[config.mk]
export PLATFORM = sky130hd
export DESIGN_NAME = ccx_queue
export DESIGN_NICKNAME = d
export VERILOG_FILES = /design/src/rtl/ccx_pkg.sv /design/src/rtl/ccx_queue.sv
export SDC_FILE = /design/constraint.sdc
export NUM_CORES = 1
export LEC_CHECK = 0
export ABC_AREA = 1
export BUFFER_PORTS_ARGS = -buffer_cell sky130_fd_sc_hd__buf_4
export CORE_ASPECT_RATIO = 1.75
export CORE_UTILIZATION = 45
export CTS_CLUSTER_DIAMETER = 200
export DETAILED_ROUTE_END_ITERATION = 6
export PLACE_DENSITY = 0.7
export SLEW_MARGIN = 10
export SYNTH_ARGS = -nofsm -noshare
export SYNTH_HDL_FRONTEND = slang
export SYNTH_SLANG_ARGS = --single-unit
[constraint.sdc]
create_clock -name clk -period 5.8 [get_ports clk]
set_input_delay 1.16 -clock clk [delete_from_list [all_inputs] [get_ports clk]]
set_output_delay 1.16 -clock clk [all_outputs]
set_load 0.005 [all_outputs]
[src/rtl/ccx_pkg.sv]
`timescale 1ns / 1ps
// ccx_pkg: constants, types and round functions shared by the ChaCha20 stream XOR block.
// No dependencies.

package ccx_pkg;

    localparam int DOUBLE_ROUNDS   = 10;
    localparam int BYTES_PER_ITEM  = 8;
    localparam int ITEMS_PER_BLOCK = 64 / BYTES_PER_ITEM;
    localparam int ITEM_LANES      = (BYTES_PER_ITEM < 8) ? BYTES_PER_ITEM : 8;
    localparam int POS_W           = (ITEMS_PER_BLOCK > 1) ? $clog2(ITEMS_PER_BLOCK) : 1;
    localparam int ROUND_STEPS     = 4 * DOUBLE_ROUNDS;
    localparam int STEP_W          = $clog2(ROUND_STEPS);
    localparam int CFG_IDX_W       = 3;
    localparam int QUEUE_DEPTH     = 2;
    localparam int QPTR_W          = $clog2(QUEUE_DEPTH);
    localparam int QCNT_W          = $clog2(QUEUE_DEPTH + 1);

    localparam logic [31:0] SIGMA [4] = '{32'h61707865, 32'h3320646e,
                                          32'h79622d32, 32'h6b206574};

    typedef enum logic [CFG_IDX_W-1:0] {
        REG_KEY_WORD0,
        REG_KEY_WORD1,
        REG_KEY_WORD2,
        REG_KEY_WORD3,
        REG_NONCE_LOW,
        REG_NONCE_HIGH,
        REG_INITIAL_COUNTER
    } cfg_reg_t;

    typedef enum logic [1:0] {
        CORE_IDLE,
        CORE_ROUND,
        CORE_ADD
    } core_state_t;

    typedef enum logic {
        BACK_RUN,
        BACK_GEN
    } back_state_t;

    typedef logic [15:0][31:0] block_t;
    typedef logic [3:0][31:0]  quad_t;

    // One queued word plus what the back end needs to process it.
    typedef struct packed {
        logic [63:0]      data_word;
        logic [3:0]       valid_bytes;
        logic             last_word;
        logic             need_block;
        logic [31:0]      counter;
        logic [POS_W-1:0] pos;
    } ccx_job_t;

    typedef struct packed {
        logic [3:0][63:0] key;
        logic [63:0]      nonce_low;
        logic [31:0]      nonce_high;
    } ccx_key_t;

    typedef struct packed {
        logic        start;
        logic [31:0] counter;
    } core_req_t;

    typedef struct packed {
        logic busy;
        logic done;
    } core_stat_t;

    function automatic logic [31:0] rotl32(input logic [31:0] x, input int r);
        return (x << r) | (x >> (32 - r));
    endfunction

    // Half a quarter round: first half uses rotates 16/12, second half 8/7.
    // Quad order: [0]=a, [1]=b, [2]=c, [3]=d.
    function automatic quad_t half_qr(input quad_t q, input logic second);
        logic [31:0] a;
        logic [31:0] b;
        logic [31:0] c;
        logic [31:0] d;
        quad_t       r;
        a = q[0];
        b = q[1];
        c = q[2];
        d = q[3];
        a = a + b;
        d = second ? rotl32(d ^ a, 8) : rotl32(d ^ a, 16);
        c = c + d;
        b = second ? rotl32(b ^ c, 7) : rotl32(b ^ c, 12);
        r[0] = a;
        r[1] = b;
        r[2] = c;
        r[3] = d;
        return r;
    endfunction

endpackage

[src/rtl/ccx_queue.sv]
`timescale 1ns / 1ps
// ccx_queue: short register FIFO of tagged words between front and back end.
// Depends on ccx_pkg.

module ccx_queue
    import ccx_pkg::*;
(
    input  logic     clk,
    input  logic     rst_n,
    input  logic     push,
    input  ccx_job_t job,
    input  logic     pop,
    output ccx_job_t head,
    output logic     head_valid,
    output logic     full
);

    ccx_job_t          mem_reg [QUEUE_DEPTH];
    logic [QPTR_W-1:0] wr_ptr_reg, wr_ptr_next;
    logic [QPTR_W-1:0] rd_ptr_reg, rd_ptr_next;
    logic [QCNT_W-1:0] count_reg, count_next;

    assign head       = mem_reg[rd_ptr_reg];
    assign head_valid = (count_reg != '0);
    assign full       = (count_reg == QCNT_W'(QUEUE_DEPTH));

    always_comb
    begin
        wr_ptr_next = wr_ptr_reg;
        rd_ptr_next = rd_ptr_reg;
        count_next  = count_reg;
        if (push)
            wr_ptr_next = (wr_ptr_reg == QPTR_W'(QUEUE_DEPTH - 1)) ? '0
                                                                  : wr_ptr_reg + QPTR_W'(1);
        if (pop)
            rd_ptr_next = (rd_ptr_reg == QPTR_W'(QUEUE_DEPTH - 1)) ? '0
                                                                  : rd_ptr_reg + QPTR_W'(1);
        if (push && !pop)
            count_next = count_reg + QCNT_W'(1);
        else if (pop && !push)
            count_next = count_reg - QCNT_W'(1);
    end

    always_ff @(posedge clk or negedge rst_n)
    begin
        if (!rst_n)
        begin
            wr_ptr_reg <= '0;
            rd_ptr_reg <= '0;
            count_reg  <= '0;
        end
        else
        begin
            wr_ptr_reg <= wr_ptr_next;
            rd_ptr_reg <= rd_ptr_next;
            count_reg  <= count_next;
        end
    end

    always_ff @(posedge clk)
    begin
        if (push)
            mem_reg[wr_ptr_reg] <= job;
    end

endmodule

==> out/results.tsv <==
stage	metric	value	unit
finish	area_growth	30.5	%
synth	synth_xor_area_share	0.331	%
worst_setup_path	critical-path-max-stage-delay	0.85	ns
finish	final_common_cell	buf_4	
cts	numCtsBuffers	19	
synth	synth-compound-area-share	0	%
finish	drive_gt1_share	60.0	%
finish	finalNetCount	691	
cts	postCtsSetupBuffers	0	
place	place.gp.congestion	0.732	
finish	fill_cells	1304	
cts	cts_resized	0	
route	drt-wirelength-per-cell	18.5	um
synth	synth.avg_cell_area	22.6	um^2
worst_setup_path	cp_top_family	flip-flops	
power_and_ir_drop	powerDensity	461	nW/um^2
power_and_ir_drop	power_leakage	4.02	nW
cts	clk_pin_slew	0.07	ns
synth	synth_mux_area_share	16.8	%
run	drv_cap	0	
worst_setup_path	start_kind	register	
finish	n_antenna_cell	0	
synth	synth_top_area_share	79.4	%
synth	syn_nets	462	
sta	fin_crit_sh	63.2	%
synth	synthTopCellsByArea	edfxtp_1, mux2_2, mux2_4	
finish	largest_register_ffs	210	
global_route	grt_pass1_vias	4317	
place	post-place-ws	2.59	ns
cts	clock_path_buffers	3	
global_route	antenna_found_initial	0	
finish	most-common-layout-cells	buf_4, edfxtp_1, mux2_2	
sta	setup_violations	0	
synth	syn_inst	352	
hold_path	hp-class	primary input to asynchronous set/reset pin	
worst_setup_path	cp_common_cell	buf_4	
cts	cts_tree	done	
place	dp_hpwl	10300	um
floorplan	pin_count	216	
status	status	completed	
worst_setup_path	cp.arrival	2.50	ns
synth	synth_warnings	0	
worst_setup_path	crit_type	register to primary output	
route	drt_pass1_iterations	4	
floorplan	initial_utilization	46.4	%
place	io_buffers	215	
route	post-route-drc-count	0	
cts	clock_latency	0.48	ns
floorplan	die-area	18200	um^2
floorplan	core	17100	um^2
route	ant_nets	0	
synth	synth_cell_types	14	
synth	synth_top_family_by_area	multiplexers	
route	via_count	3976	
synth	synthSimpleGateAreaFrac	0.520	%
sta	report.final.hold_viol_count	0	
global_route	grt_pass1_wl	22000	um
cts	hold_buffers	0	
sta	setup_ws	2.14	ns
worst_setup_path	cp.buffers_inverters	2	
cts	cts_root_buf	clkbuf_16	
route	drtIter0Drc	180	
floorplan	dieWidth	102	um
worst_setup_path	worstPathRequired	4.64	ns
sta	tightest_slew	0.884	ns
sta	fmaxAchievable	273	MHz
cts	numClockSinks	214	
worst_setup_path	crit_chain	buf_4 > mux2_2 > buf_4	
sta	final.setup_skew	0.0145	ns
worst_setup_path	crit_path_top_delay_cell	dfrtp_4	
global_route	overflow	0	
finish	regArea	6410	um^2
sta	max-slew-margin-rel	41.0	%
sta	grt_setup_unrepaired	false	
synth	synth_area_leader_cell	edfxtp_1	
synth	synth_area	7940	um^2
sta	report.final.slew_viol_count	0	
global_route	grt_max_degree	66	
route	routed_via_density	4.85	
finish	multiInputGateArea	1420	um^2
worst_setup_path	critPathMaxFanout	42	
synth	synthAdderAreaFrac	0.158	%
synth	synth_seq_cells	214	
cts	cts_max_level	1	
synth	seq_area_frac_synth	80.7	%
floorplan	rows	63	
floorplan	die_h	178	um
worst_setup_path	endpoint_kind	primary output	
power_and_ir_drop	peakVddDrop	0.369	mV
sta	setup_tns	0	ns
global_route	grtUsageTotal	16.4	%
route	wirelength	15200	um
sta	fin_crit	3.66	ns
-- metal layers --
| layer | part of all wire, % | global-route usage [%] |
|---|---|---|
| met2 | 58 | 31.6 |
| met1 | 32 | 15.9 |
| met3 | 5.8 | 3.39 |
| met4 | 3.5 | 7.68 |
| met5 | 0 | 0 |
-- through the flow --
| stage | power (mW) | hold slack, ns | util [%] | cells | area [um^2] |
|---|---|---|---|---|---|
| floorplan | 3.00 | 0.442 | - | 352 | 7950 |
| global placement | 3.65 | 0.454 | 57.3 | 787 | 9790 |
| detailed placement | 3.68 | 0.487 | 57.3 | 787 | 9790 |
| CTS | 4.85 | 0.444 | 60.6 | 820 | 10400 |
| global route | 5.00 | 0.444 | 60.6 | 820 | 10400 |
| finish | 4.78 | 0.462 | 60.6 | 820 | 10400 |
-- synthesized netlist by cell type, drive strengths merged --
cell type  number
nand4           1
nor2            2
xnor2           1
nand2           6
nand3           1
edfxtp        210
inv             7
buf            12
dfrtp           4
mux2          105
ha              1
xor2            2
-- cell families after synthesis --
family	count (synthesis)
buf+inv	19
xor+xnor	3
fa+ha+maj	1
flops	214
simple gates	10
mux	105
-- power by group --
part	total (mW)	switching [mW]	internal, mW
Clock	1.16	0.514	0.649
Sequential	2.19	0.137	2.05
Combinational	1.42	0.586	0.837
-- path summary, 6_finish.rpt --
check / slack [ns] / from / cells after the start / endpoint
max: 2.14 / rd_ptr_reg$_DFFE_PN0P_ / 3 / head[24]
min: 0.46 / rst_n / 1 / wr_ptr_reg$_DFFE_PN0P_
max reg2reg: 3.65 / wr_ptr_reg$_DFFE_PN0P_ / 3 / mem_reg[1][9]$_DFFE_PP_
min reg2reg: 0.50 / count_reg[1]$_DFFE_PN0P_ / 2 / count_reg[1]$_DFFE_PN0P_
max in group asynchronous: 5.22 / rst_n / 1 / rd_ptr_reg$_DFFE_PN0P_
min in group clk: 0.50 / count_reg[1]$_DFFE_PN0P_ / 2 / count_reg[1]$_DFFE_PN0P_
-- final cells by class --
class,instances,share of cell area (%)
Multi-Input combinational cell,119,13.7
Tap cell,227,2.74
Inverter,7,0.278
Sequential cell,214,61.8
Clock inverter,11,0.821
Clock buffer,22,4.70
Timing Repair Buffer,220,15.9
(Power assumes the default switching activity.)
