[config.mk]
export PLATFORM = sky130hd
export DESIGN_NAME = ccx_front
export DESIGN_NICKNAME = d
export VERILOG_FILES = /design/src/rtl/ccx_pkg.sv /design/src/rtl/ccx_front.sv
export SDC_FILE = /design/constraint.sdc
export NUM_CORES = 1
export LEC_CHECK = 0
export ABC_AREA = 1
export BUFFER_PORTS_ARGS = -buffer_cell sky130_fd_sc_hd__buf_2
export CORE_MARGIN = 2
export CORE_UTILIZATION = 25
export CTS_CLUSTER_SIZE = 40
export DETAILED_ROUTE_END_ITERATION = 8
export GPL_TIMING_DRIVEN = 0
export HOLD_SLACK_MARGIN = 0.12
export PLACE_DENSITY = 0.52
export SLEW_MARGIN = 0
export SYNTH_ARGS = -nofsm -noshare
export SYNTH_HDL_FRONTEND = slang
export SYNTH_SLANG_ARGS = --single-unit
[constraint.sdc]
create_clock -name clk -period 3.85 [get_ports clk]
set_input_delay 0 -clock clk [delete_from_list [all_inputs] [get_ports clk]]
set_output_delay 0 -clock clk [all_outputs]
set_load 0.01 [all_outputs]
[src/rtl/ccx_pkg.sv]
`timescale 1ns / 1ps
// ccx_pkg: constants, types and round functions shared by the ChaCha20 stream XOR block.
// No dependencies.

package ccx_pkg;

    localparam int DOUBLE_ROUNDS   = 10;
    localparam int BYTES_PER_ITEM  = 8;
    localparam int ITEMS_PER_BLOCK = 64 / BYTES_PER_ITEM;
    localparam int ITEM_LANES      = (BYTES_PER_ITEM < 8) ? BYTES_PER_ITEM : 8;
    localparam int POS_W           = (ITEMS_PER_BLOCK > 1) ? $clog2(ITEMS_PER_BLOCK) : 1;
    localparam int ROUND_STEPS     = 4 * DOUBLE_ROUNDS;
    localparam int STEP_W          = $clog2(ROUND_STEPS);
    localparam int CFG_IDX_W       = 3;
    localparam int QUEUE_DEPTH     = 2;
    localparam int QPTR_W          = $clog2(QUEUE_DEPTH);
    localparam int QCNT_W          = $clog2(QUEUE_DEPTH + 1);

    localparam logic [31:0] SIGMA [4] = '{32'h61707865, 32'h3320646e,
                                          32'h79622d32, 32'h6b206574};

    typedef enum logic [CFG_IDX_W-1:0] {
        REG_KEY_WORD0,
        REG_KEY_WORD1,
        REG_KEY_WORD2,
        REG_KEY_WORD3,
        REG_NONCE_LOW,
        REG_NONCE_HIGH,
        REG_INITIAL_COUNTER
    } cfg_reg_t;

    typedef enum logic [1:0] {
        CORE_IDLE,
        CORE_ROUND,
        CORE_ADD
    } core_state_t;

    typedef enum logic {
        BACK_RUN,
        BACK_GEN
    } back_state_t;

    typedef logic [15:0][31:0] block_t;
    typedef logic [3:0][31:0]  quad_t;

    // One queued word plus what the back end needs to process it.
    typedef struct packed {
        logic [63:0]      data_word;
        logic [3:0]       valid_bytes;
        logic             last_word;
        logic             need_block;
        logic [31:0]      counter;
        logic [POS_W-1:0] pos;
    } ccx_job_t;

    typedef struct packed {
        logic [3:0][63:0] key;
        logic [63:0]      nonce_low;
        logic [31:0]      nonce_high;
    } ccx_key_t;

    typedef struct packed {
        logic        start;
        logic [31:0] counter;
    } core_req_t;

    typedef struct packed {
        logic busy;
        logic done;
    } core_stat_t;

    function automatic logic [31:0] rotl32(input logic [31:0] x, input int r);
        return (x << r) | (x >> (32 - r));
    endfunction

    // Half a quarter round: first half uses rotates 16/12, second half 8/7.
    // Quad order: [0]=a, [1]=b, [2]=c, [3]=d.
    function automatic quad_t half_qr(input quad_t q, input logic second);
        logic [31:0] a;
        logic [31:0] b;
        logic [31:0] c;
        logic [31:0] d;
        quad_t       r;
        a = q[0];
        b = q[1];
        c = q[2];
        d = q[3];
        a = a + b;
        d = second ? rotl32(d ^ a, 8) : rotl32(d ^ a, 16);
        c = c + d;
        b = second ? rotl32(b ^ c, 7) : rotl32(b ^ c, 12);
        r[0] = a;
        r[1] = b;
        r[2] = c;
        r[3] = d;
        return r;
    endfunction

endpackage

[src/rtl/ccx_front.sv]
`timescale 1ns / 1ps
// ccx_front: accepts data words, tracks message/block position and block counter,
// and tags each word for the back end. Depends on ccx_pkg.

module ccx_front
    import ccx_pkg::*;
(
    input  logic        clk,
    input  logic        rst_n,
    input  logic        item_valid,
    output logic        item_ready,
    input  logic [63:0] item_data_word,
    input  logic [3:0]  item_valid_bytes,
    input  logic        item_last_word,
    input  logic [31:0] initial_counter,
    input  logic        queue_full,
    output logic        push,
    output ccx_job_t    job
);

    logic [31:0]      block_counter_reg, block_counter_next;
    logic [POS_W-1:0] word_position_reg, word_position_next;
    logic             message_open_reg, message_open_next;

    logic [31:0]      ctr;
    logic [POS_W-1:0] pos;
    logic             need;

    assign item_ready = !queue_full;
    assign push       = item_valid && item_ready;

    always_comb
    begin
        ctr  = message_open_reg ? block_counter_reg : initial_counter;
        pos  = message_open_reg ? word_position_reg : '0;
        need = (pos == '0);

        job.data_word   = item_data_word;
        job.valid_bytes = item_valid_bytes;
        job.last_word   = item_last_word;
        job.need_block  = need;
        job.counter     = ctr;
        job.pos         = pos;

        block_counter_next = block_counter_reg;
        word_position_next = word_position_reg;
        message_open_next  = message_open_reg;
        if (push)
        begin
            block_counter_next = need ? ctr + 32'd1 : ctr;
            if (pos == POS_W'(ITEMS_PER_BLOCK - 1))
                word_position_next = '0;
            else
                word_position_next = pos + POS_W'(1);
            message_open_next = !item_last_word;
        end
    end

    always_ff @(posedge clk or negedge rst_n)
    begin
        if (!rst_n)
        begin
            block_counter_reg <= '0;
            word_position_reg <= '0;
            message_open_reg  <= 1'b0;
        end
        else
        begin
            block_counter_reg <= block_counter_next;
            word_position_reg <= word_position_next;
            message_open_reg  <= message_open_next;
        end
    end

endmodule

==> summary.txt <==
GRT
  – Initial antenna violation count: 0
  – Largest net degree at the start of global routing: 37
  – Global-route wire length before repair: between 15 and 20 mm
  – Vias in the first global route: 3,440
  – Overall Global Routing Usage: between 15 and 20%
  – Overflow after GRT: 0

Routing
  – DRT antenna net count: 0
  – Routed WL: 12.2 mm
  – Initial DRC Count: 239
  – First drt pass iteration count: 4
  – Vias per inst: around 4.3
  – Vias: 3,898
  – Routed len/inst: 13.3 microns
  – DRC violations left: 0

Place
  – Post-Place Cells: between 900 and 1,000
  – Routability cong.: a little over 0.9
  – Dpl hpwl: 9.74 mm
  – Buffers on Ports: approximately 140

CTS
  – Clock slew at reported path FFs: 0.06 ns
  – CTS tree: built
  – Max Root-Sink Buffers: 2
  – H-tree Lvls: 2
  – Total CTS buffers: 5
  – Skew-Pair Late Insertion Delay: approximately 0.28 ns
  – Clock Sinks: 36
  – Root buf cell: clkbuf_16
  – Post_cts resized: 0

Hold path
  – Worst hold path class: in -> reg

Floorplanning
  – Die Wd: roughly 130 microns
  – Initial Util: between 20 and 30%
  – Die area: around 0.016 sq mm
  – Die height: approximately 130 microns
  – Row cnt: 44
  – Core Area: 0.0144 sq mm
  – Top Ports: approximately 210

Cells and area
  – Diode count: 0
  – Share of layout cells above drive strength 1: about two fifths
  – Max reg flops: 32
  – Fill cells: 1,673
  – # nets final: 840
  – Non-filler cells, final: 916
  – Area grow syn2layout: 30.8%

Synthesis
  – Synth top area share: 24.5%
  – Flops & latches, synth: 36
  – Mean Syn Cell Area: between 6 and 7 sq um
  – Cells after Synth: ~580
  – Post-synth top cells: nand2_1, buf_4, inv_1
  – Mapped Nets: about 690
  – Leading area contributor after synthesis: dfrtp_1
  – Synth unique cells: 34
  – Synthesized cell area: about 0.0037 sq mm
  – Main synth FF type: dfrtp_1
  – Sequential area share after synthesis: 24.5%
  – Async set or reset register ratio after synthesis: 100%
  – Number of synthesized flops with an enable pin: 0
  – Synth area leaders: dfrtp_1, nand2_1, buf_4
  – Synth warn: 0
  – Most common cell in the netlist: nand2_1

STA
  – Unrepaired setup endpoints after global routing: no
  – Fin. max-slew vios: 0
  – Fin crit share: between 60% and 70%
  – Fmax: approximately 0.38 GHz
  – Worst Tran Pin Value: about 0.88 ns
  – Setup TNS: 0 ns
  – Setup violators final: 0
  – Minimum clock period: around 2.6 ns
  – Clk_skew: about 0.0043 ns
  – Slew HR: ~41%
  – Final hold vios: 0

Setup path
  – CP Launch Type: register
  – Setup CP Type: reg -> reg
  – CP Max Fanout: 10
  – Crit path DAT: 2.78 ns
  – CP Data Required Time: about 4.0 ns
  – Critical path capture point type: register

Power and ir drop
  – Clock power share: roughly a quarter
  – Pwr/cell area: between 300 and 400 mW/mm^2
  – Sw Share: 39.9%
  – Psw: 0.000672 W
  – Part of the power in registers: about 29%
  – LEAKAGE: 2.61 nW
  – Comb power frac: 45.1%
  – Int Pwr: between 0.001 and 0.0015 W
  – Worst VDD drop: 0.158 mV

Run
  – Max-cap violation count: 0

Run status
  – Run status: finished, final reports clean
power groups by stage:
stage          clock, W  sequential [W]  combinational, W
6_report       0.000432        0.000491          0.000759
5_1_grt        0.000456        0.000498          0.000850
4_1_cts        0.000444        0.000491          0.000770
3_5_place_dp          0        0.000497          0.000764
3_3_place_gp          0        0.000497          0.000762
2_1_floorplan         0        0.000490          0.000515
worst paths after layout:
check | from | end | slack (ns) | cells after the start
max | message_open_reg$_DFFE_PN0P_ | block_counter_reg[16]$_DFFE_PN0P_ | 1.21 | 14
min | initial_counter[22] | block_counter_reg[22]$_DFFE_PN0P_ | 0.14 | 5
max reg2reg | message_open_reg$_DFFE_PN0P_ | block_counter_reg[16]$_DFFE_PN0P_ | 1.21 | 14
min reg2reg | block_counter_reg[29]$_DFFE_PN0P_ | block_counter_reg[29]$_DFFE_PN0P_ | 0.48 | 2
max in group asynchronous | rst_n | block_counter_reg[0]$_DFFE_PN0P_ | 2.92 | 2
min in group asynchronous | rst_n | block_counter_reg[29]$_DFFE_PN0P_ | 0.38 | 2
area by class of cell:
type	count	area (sq um)	share of cell area (%)
flip-flops and latches	36	901	18.8
multi-input cells	391	1890	39.3
repair buffers	146	746	15.5
inverters	66	248	5.16
clock buffers	7	153	3.18
plain buffers	86	636	13.2
well taps	184	230	4.80
metrics by stage:
stage	hold slack, ns	util [%]	power [W]	setup slack, ns	cell area [sq um]
floorplan	-0.296	-	0.00100	1.70	3670
global placement	0.169	32.0	0.00126	1.19	4620
detailed placement	0.171	32.0	0.00126	1.19	4620
CTS	0.141	33.3	0.00170	1.18	4800
global route	0.165	33.3	0.00180	0.956	4800
finish	0.143	33.3	0.00168	1.21	4800
cells in the final DEF (no fill, tap or decap), types with 2 or more instances in the layout:
| cell | Yosys | layout |
|---|---|---|
| nor2_4 | 8 | 8 |
| clkbuf_1 | 4 | 4 |
| dlygate4sd3_1 | 0 | 3 |
| clkbuf_8 | 0 | 2 |
| nand2_4 | 4 | 4 |
| nor2_2 | 12 | 12 |
| dfrtp_1 | 36 | 36 |
| buf_2 | 4 | 147 |
| xor2_1 | 3 | 3 |
| o21ai_2 | 5 | 5 |
| or2_2 | 2 | 2 |
| o21ai_1 | 12 | 12 |
| nand3b_1 | 2 | 2 |
| buf_4 | 73 | 73 |
| nor3_1 | 2 | 2 |
| inv_2 | 4 | 4 |
| inv_1 | 62 | 62 |
| ha_1 | 3 | 3 |
| o22ai_1 | 3 | 3 |
| a31oi_1 | 2 | 2 |
| nand2_1 | 184 | 184 |
| nor2_1 | 43 | 43 |
| buf_6 | 3 | 3 |
| nand4_1 | 6 | 6 |
| nand2_2 | 22 | 22 |
| o31ai_1 | 2 | 2 |
| a21oi_1 | 3 | 3 |
| o21ai_0 | 25 | 25 |
| nand3_1 | 43 | 43 |
| clkbuf_16 | 0 | 5 |
layer usage:
metal / wire, microns / track usage [%] / vias to the layer above
li1: - / - / 2040
met1: 5690 / 21.6 / 1713
met2: 5610 / 24.4 / 135
met3: 734 / 2.10 / 10
met4: 136 / 3.20 / 0
met5: 0 / 0 / -
critical path, stage by stage, from the launching register on:
cell and delay [ns]:
dfrtp_1 0.42, buf_6 0.17, buf_4 0.19, buf_4 0.20, nand2_1 0.09, ha_1 0.16
nand2_2 0.14, nor2_1 0.20, inv_1 0.08, nor2_1 0.21, inv_1 0.14, nor2_4 0.16
nand2_1 0.10, xor2_1 0.15, o21ai_1 0.08
kinds of logic after synthesis:
logic type	after synthesis	synth area share (%)
buf+inv	152	24.1
fa+ha+maj	3	1.02
simple gates	330	41.1
flops	36	24.5
compound gates	55	8.56
xor+xnor	3	0.716
what timing repair did:
item,CTS,global route
hold buffers,3,0
hold endpoints to repair,38,0
buffers inserted,0,0
(Power assumes the default switching activity.)
