[src/rtl/ccx_pkg.sv]
`timescale 1ns / 1ps
// ccx_pkg: constants, types and round functions shared by the ChaCha20 stream XOR block.
// No dependencies.

package ccx_pkg;

    localparam int DOUBLE_ROUNDS   = 10;
    localparam int BYTES_PER_ITEM  = 8;
    localparam int ITEMS_PER_BLOCK = 64 / BYTES_PER_ITEM;
    localparam int ITEM_LANES      = (BYTES_PER_ITEM < 8) ? BYTES_PER_ITEM : 8;
    localparam int POS_W           = (ITEMS_PER_BLOCK > 1) ? $clog2(ITEMS_PER_BLOCK) : 1;
    localparam int ROUND_STEPS     = 4 * DOUBLE_ROUNDS;
    localparam int STEP_W          = $clog2(ROUND_STEPS);
    localparam int CFG_IDX_W       = 3;
    localparam int QUEUE_DEPTH     = 2;
    localparam int QPTR_W          = $clog2(QUEUE_DEPTH);
    localparam int QCNT_W          = $clog2(QUEUE_DEPTH + 1);

    localparam logic [31:0] SIGMA [4] = '{32'h61707865, 32'h3320646e,
                                          32'h79622d32, 32'h6b206574};

    typedef enum logic [CFG_IDX_W-1:0] {
        REG_KEY_WORD0,
        REG_KEY_WORD1,
        REG_KEY_WORD2,
        REG_KEY_WORD3,
        REG_NONCE_LOW,
        REG_NONCE_HIGH,
        REG_INITIAL_COUNTER
    } cfg_reg_t;

    typedef enum logic [1:0] {
        CORE_IDLE,
        CORE_ROUND,
        CORE_ADD
    } core_state_t;

    typedef enum logic {
        BACK_RUN,
        BACK_GEN
    } back_state_t;

    typedef logic [15:0][31:0] block_t;
    typedef logic [3:0][31:0]  quad_t;

    // One queued word plus what the back end needs to process it.
    typedef struct packed {
        logic [63:0]      data_word;
        logic [3:0]       valid_bytes;
        logic             last_word;
        logic             need_block;
        logic [31:0]      counter;
        logic [POS_W-1:0] pos;
    } ccx_job_t;

    typedef struct packed {
        logic [3:0][63:0] key;
        logic [63:0]      nonce_low;
        logic [31:0]      nonce_high;
    } ccx_key_t;

    typedef struct packed {
        logic        start;
        logic [31:0] counter;
    } core_req_t;

    typedef struct packed {
        logic busy;
        logic done;
    } core_stat_t;

    function automatic logic [31:0] rotl32(input logic [31:0] x, input int r);
        return (x << r) | (x >> (32 - r));
    endfunction

    // Half a quarter round: first half uses rotates 16/12, second half 8/7.
    // Quad order: [0]=a, [1]=b, [2]=c, [3]=d.
    function automatic quad_t half_qr(input quad_t q, input logic second);
        logic [31:0] a;
        logic [31:0] b;
        logic [31:0] c;
        logic [31:0] d;
        quad_t       r;
        a = q[0];
        b = q[1];
        c = q[2];
        d = q[3];
        a = a + b;
        d = second ? rotl32(d ^ a, 8) : rotl32(d ^ a, 16);
        c = c + d;
        b = second ? rotl32(b ^ c, 7) : rotl32(b ^ c, 12);
        r[0] = a;
        r[1] = b;
        r[2] = c;
        r[3] = d;
        return r;
    endfunction

endpackage

[src/rtl/ccx_back.sv]
`timescale 1ns / 1ps
// ccx_back: takes tagged words from the queue, requests blocks from the core,
// XORs keystream and masks invalid bytes into the output register. Depends on ccx_pkg.

module ccx_back
    import ccx_pkg::*;
(
    input  logic        clk,
    input  logic        rst_n,
    input  ccx_job_t    head,
    input  logic        head_valid,
    output logic        pop,
    output core_req_t   req,
    input  core_stat_t  stat,
    input  block_t      block,
    output logic        out_valid,
    input  logic        out_ready,
    output logic [63:0] out_word,
    output logic [3:0]  out_valid_bytes,
    output logic        out_last
);

    back_state_t state_reg, state_next;
    logic        blk_ready_reg, blk_ready_next;
    logic        out_valid_reg, out_valid_next;
    logic [63:0] out_word_reg;
    logic [3:0]  out_vb_reg;
    logic        out_last_reg;

    logic [63:0][7:0] ks_bytes;
    logic [63:0]      ks;
    logic [63:0]      mask;
    logic [3:0]       eff;
    logic             slot_free;

    assign ks_bytes        = block;
    assign out_valid       = out_valid_reg;
    assign out_word        = out_word_reg;
    assign out_valid_bytes = out_vb_reg;
    assign out_last        = out_last_reg;
    assign slot_free       = !out_valid_reg || out_ready;

    always_comb
    begin
        logic [5:0] bidx;
        ks = '0;
        for (int lane = 0; lane < ITEM_LANES; lane++)
        begin
            bidx = 6'(int'(head.pos) * BYTES_PER_ITEM + lane);
            ks[lane*8 +: 8] = ks_bytes[bidx];
        end
        eff = (head.valid_bytes > 4'd8) ? 4'd8 : head.valid_bytes;
        if (eff > 4'(ITEM_LANES))
            eff = 4'(ITEM_LANES);
        for (int lane = 0; lane < 8; lane++)
            mask[lane*8 +: 8] = (4'(lane) < eff) ? 8'hff : 8'h00;
    end

    always_comb
    begin
        state_next     = state_reg;
        blk_ready_next = blk_ready_reg;
        req.start      = 1'b0;
        req.counter    = head.counter;
        case (state_reg)
            BACK_RUN:
            begin
                if (head_valid && head.need_block && !blk_ready_reg && !stat.busy)
                begin
                    req.start  = 1'b1;
                    state_next = BACK_GEN;
                end
            end
            BACK_GEN:
            begin
                if (stat.done)
                begin
                    blk_ready_next = 1'b1;
                    state_next     = BACK_RUN;
                end
            end
            default:
            begin
                state_next = BACK_RUN;
            end
        endcase

        pop = head_valid && (!head.need_block || blk_ready_reg) && slot_free;
        if (pop && head.need_block)
            blk_ready_next = 1'b0;

        out_valid_next = out_valid_reg;
        if (pop)
            out_valid_next = 1'b1;
        else if (out_ready)
            out_valid_next = 1'b0;
    end

    always_ff @(posedge clk or negedge rst_n)
    begin
        if (!rst_n)
        begin
            state_reg     <= BACK_RUN;
            blk_ready_reg <= 1'b0;
            out_valid_reg <= 1'b0;
        end
        else
        begin
            state_reg     <= state_next;
            blk_ready_reg <= blk_ready_next;
            out_valid_reg <= out_valid_next;
        end
    end

    always_ff @(posedge clk)
    begin
        if (pop)
        begin
            out_word_reg <= (head.data_word ^ ks) & mask;
            out_vb_reg   <= head.valid_bytes;
            out_last_reg <= head.last_word;
        end
    end

endmodule

[config.mk]
export PLATFORM = sky130hd
export DESIGN_NAME = ccx_back
export DESIGN_NICKNAME = d
export VERILOG_FILES = /design/src/rtl/ccx_pkg.sv /design/src/rtl/ccx_back.sv
export SDC_FILE = /design/constraint.sdc
export NUM_CORES = 1
export LEC_CHECK = 0
export ABC_CLOCK_PERIOD_IN_PS = 3770
export BUFFER_PORTS_ARGS = -buffer_cell sky130_fd_sc_hd__buf_4
export CAP_MARGIN = 25
export CORE_AREA = 2 2 283 285
export DETAILED_ROUTE_END_ITERATION = 7
export DIE_AREA = 0 0 285 287
export SYNTH_ARGS = -nofsm -noshare
export SYNTH_HDL_FRONTEND = slang
export SYNTH_SLANG_ARGS = --single-unit
[constraint.sdc]
create_clock -name clk -period 3.77 [get_ports clk]
set_input_delay 0.377 -clock clk [delete_from_list [all_inputs] [get_ports clk]]
set_output_delay 0.377 -clock clk [all_outputs]
set_load 0.01 [all_outputs]
==> results.yml <==
global_routing:
  first_global_vias: 9272
  global_route.peak_usage_layer: "met2"
  grt_first_pass_wirelength_um: 69100
  grt_util_met3_pct: 3.19
  gr-usage-met2_pct: 21.7
  gr-total-overflow: 0
  antenna_violations_before_repair: 11
  global_route_total_usage_across_every_layer_pct: 12.1
  maximum_number_of_pins_on_one_net_before_global_route_repair: 60
  grt.met1_usage_pct: 13.2
drt:
  firstDrtPassIters: 4
  wl_um: 52500
  detailroute.via_count: 8955
  route.antenna.remaining_nets: 0
  routed_length_per_instance_um: 21.5
  route.detailed.vias_per_inst: 3.67
  drt_iter0_markers: 289
  drc_errors: 0
synth:
  synth_area_per_cell_um2: 10.8
  synth_cell_types: 33
  synth_warnings: 0
  syn_nets: 1403
  netlist_area_um2: 8410
  sequential_share_of_the_synthesized_area_pct: 25.5
  synth.ff_latch_count: 72
  postSynthCellCount: 780
timing:
  final.setup.tns_ns: 0
  report.final.setup_viol: 0
  finalWorstPathRequiredPeriod_ns: 2.29
  report.final.hold_viol_count: 0
  fin_skew_ns: 0.0105
  timing.max_slew.rel_slack_pct: 35.7
  final_max_slew_viol_count: 0
  rsz_0062_raised_after_global_routing: "no"
  actual_transition_at_the_worst_max_transition_pin_ns: 0.962
  final_min_period_over_clock_period_pct: 60.8
  fmax_ghz: 0.437
cells_and_area:
  largest_register_ffs: 64
  syn2layout_area_growth_pct: 73.8
  multi_input_area_um2: 5570
  finish.utilization_pct: 18.6
  drive_above_1_share_pct: 57.7
  layout_filler_cell_count: 8874
  area.sequential_um2: 2150
  finish.net_count: 2004
die:
  floorplan.rows: 103
  top_level_ports: 727
  die_wd_um: 285
  core_um2: 78600
  floorplan.die.height_um: 287
  fp.dieArea_um2: 81800
  initial_utilization_pct: 10.7
place:
  post-dp-hpwl_um: 44700
  io_buffer_count: 662
  weighted_congestion_reported_at_the_end_of_routability_driven_placement: 0.862
clock_tree:
  setup_fix_buffers_added_after_clock_tree_synthesis: 0
  tritoncts_num_sinks: 72
  cts_made_buffers: 9
  cts_max_path_buffers: 2
  path_clk_slew_ns: 0.07
  htree_num_levels: 3
  cts_root_buf: "sky130_fd_sc_hd__clkbuf_16"
  clk-insertion-delay-late_ns: 0.37
  cts_tree: "built"
setup_path:
  crit_slowest_cell: "sky130_fd_sc_hd__buf_4"
  criticalPathCategory: "reg -> out"
  arrival_ns: 1.91
  critPathRequiredTime_ns: 3.39
  worst_path_bufs_invs: 2
  critical-path-top-delay-family: "buffers and inverters"
  crit_path_max_fanout: 23
  timing.critical_path.slowest_cell_delay_ns: 0.42
  path_common_cell: "sky130_fd_sc_hd__buf_4"
  setup.worst_path.end_class: "primary output"
  worst_setup_path_start_kind: "flip-flop"
  crit_path_cell_trace: "nor2b_1 -> nor2_4 -> buf_4 -> buf_4"
power:
  power.static_leakage_nw: 6.75
  vdd.ir_drop.worst_mv: 0.200
  power-per-cell-area_nw_per_um2: 247
run:
  cap_viol_max_count: 0
min_path:
  worst_hold_path_type: "in -> reg"
outcome:
  run_status: "completed"
[cells by family after synthesis]
kind of cell    share of synthesized area, %
mux                                     38.1
compound gates                          19.3
simple gates                            8.18
buf+inv                                 8.91
flops                                   25.5
[worst paths after layout]
| kind | start | end | slack [ns] | cells past startpoint |
|---|---|---|---|---|
| max in group asynchronous | rst_n | blk_ready_reg | 3.34 | 2 |
| hold reg to reg | blk_ready_reg | blk_ready_reg | 0.52 | 1 |
| setup reg to reg | out_valid | out_word[53] | 1.82 | 3 |
| min in group asynchronous | rst_n | state_reg | 0.33 | 2 |
| hold / removal | head[36] | out_last | 0.18 | 1 |
| setup / recovery | out_valid | pop | 1.48 | 4 |
[cells in the mapped netlist]
cell | instances | area, um2
sky130_fd_sc_hd__mux2i_1 | 248 | 2480
sky130_fd_sc_hd__edfxtp_1 | 69 | 2070
sky130_fd_sc_hd__a221oi_2 | 55 | 826
sky130_fd_sc_hd__nor2_1 | 50 | 188
sky130_fd_sc_hd__a22o_1 | 44 | 385
sky130_fd_sc_hd__nor2b_1 | 43 | 269
sky130_fd_sc_hd__buf_4 | 39 | 293
sky130_fd_sc_hd__mux2_2 | 33 | 372
sky130_fd_sc_hd__mux2_1 | 31 | 349
sky130_fd_sc_hd__buf_2 | 27 | 135
sky130_fd_sc_hd__nand2_1 | 19 | 71.3
sky130_fd_sc_hd__nand2b_1 | 19 | 119
sky130_fd_sc_hd__a22oi_1 | 16 | 120
sky130_fd_sc_hd__buf_6 | 14 | 158
sky130_fd_sc_hd__o21ai_0 | 12 | 60.1
sky130_fd_sc_hd__o22ai_1 | 12 | 75.1
sky130_fd_sc_hd__a21oi_1 | 9 | 45.0
sky130_fd_sc_hd__clkbuf_1 | 9 | 33.8
sky130_fd_sc_hd__a31o_1 | 8 | 70.1
sky130_fd_sc_hd__buf_8 | 4 | 60.1
sky130_fd_sc_hd__clkbuf_4 | 3 | 22.5
sky130_fd_sc_hd__dfrtp_1 | 3 | 75.1
sky130_fd_sc_hd__buf_12 | 2 | 40.0
sky130_fd_sc_hd__inv_1 | 2 | 7.51
sky130_fd_sc_hd__a211oi_2 | 1 | 12.5
sky130_fd_sc_hd__a21o_1 | 1 | 7.51
sky130_fd_sc_hd__a221oi_1 | 1 | 8.76
sky130_fd_sc_hd__a31oi_2 | 1 | 12.5
sky130_fd_sc_hd__and2_1 | 1 | 6.26
sky130_fd_sc_hd__nor2_2 | 1 | 6.26
sky130_fd_sc_hd__nor3_2 | 1 | 10.0
sky130_fd_sc_hd__nor4_1 | 1 | 6.26
sky130_fd_sc_hd__nor4_2 | 1 | 12.5
[power breakdown]
group | switching, W | leakage (nW) | internal (W)
registers | 0.0000457 | 0.694 | 0.000996
clock network | 0.000461 | 0.159 | 0.000583
logic | 0.000696 | 5.90 | 0.000834
total | 0.00120 | 6.75 | 0.00241
[metrics by stage]
stage / power (W) / worst slack, ns / cell area [um2] / hold WS (ns) / std cells
after floorplan: 0.00176 / 0.896 / 8410 / 0.0814 / 780
after detailed placement: 0.00262 / 1.21 / 14300 / 0.171 / 2419
after CTS: 0.00374 / 1.39 / 14600 / 0.124 / 2436
final: 0.00362 / 1.48 / 14600 / 0.176 / 2442
after global placement: 0.00262 / 1.20 / 14300 / 0.171 / 2418
after global routing: 0.00383 / 1.34 / 14600 / 0.140 / 2441
[routing by layer]
| layer | up-vias | part of all wire (%) |
|---|---|---|
| met3 | 70 | 7.7 |
| met5 | - | 0.025 |
| met4 | 2 | 4.8 |
| met2 | 523 | 50 |
| met1 | 4145 | 37 |
| li1 | 4215 | - |
[cell usage in the layout (no fill, tap or decap), types with 12 or more instances in the layout]
| cell type | count |
|---|---|
| sky130_fd_sc_hd__a221oi_2 | 55 |
| sky130_fd_sc_hd__nor2_1 | 49 |
| sky130_fd_sc_hd__mux2_2 | 33 |
| sky130_fd_sc_hd__mux2_1 | 31 |
| sky130_fd_sc_hd__edfxtp_1 | 69 |
| sky130_fd_sc_hd__nor2b_1 | 41 |
| sky130_fd_sc_hd__o22ai_1 | 12 |
| sky130_fd_sc_hd__mux2i_1 | 248 |
| sky130_fd_sc_hd__buf_4 | 680 |
| sky130_fd_sc_hd__o21ai_0 | 12 |
| sky130_fd_sc_hd__a22oi_1 | 16 |
| sky130_fd_sc_hd__nand2b_1 | 19 |
| sky130_fd_sc_hd__a22o_1 | 44 |
| sky130_fd_sc_hd__nand2_1 | 19 |
[timing repair]
action | 4_1_cts | 5_1_grt
hold endpoints to repair | 3 | 0
setup endpoints to repair | 0 | 0
hold buffers | 1 | 0
resized for setup | 0 | 0
[area by class of cell]
class,count,area share (%)
multi-input cells,608,38.1
repair buffers,688,35.9
flip-flops and latches,72,14.7
well taps,1050,8.99
clock buffers,9,1.54
clock inverters,7,0.659
diodes,6,0.103
inverters,2,0.0514
No activity file was read; power rests on OpenSTA's default activity.
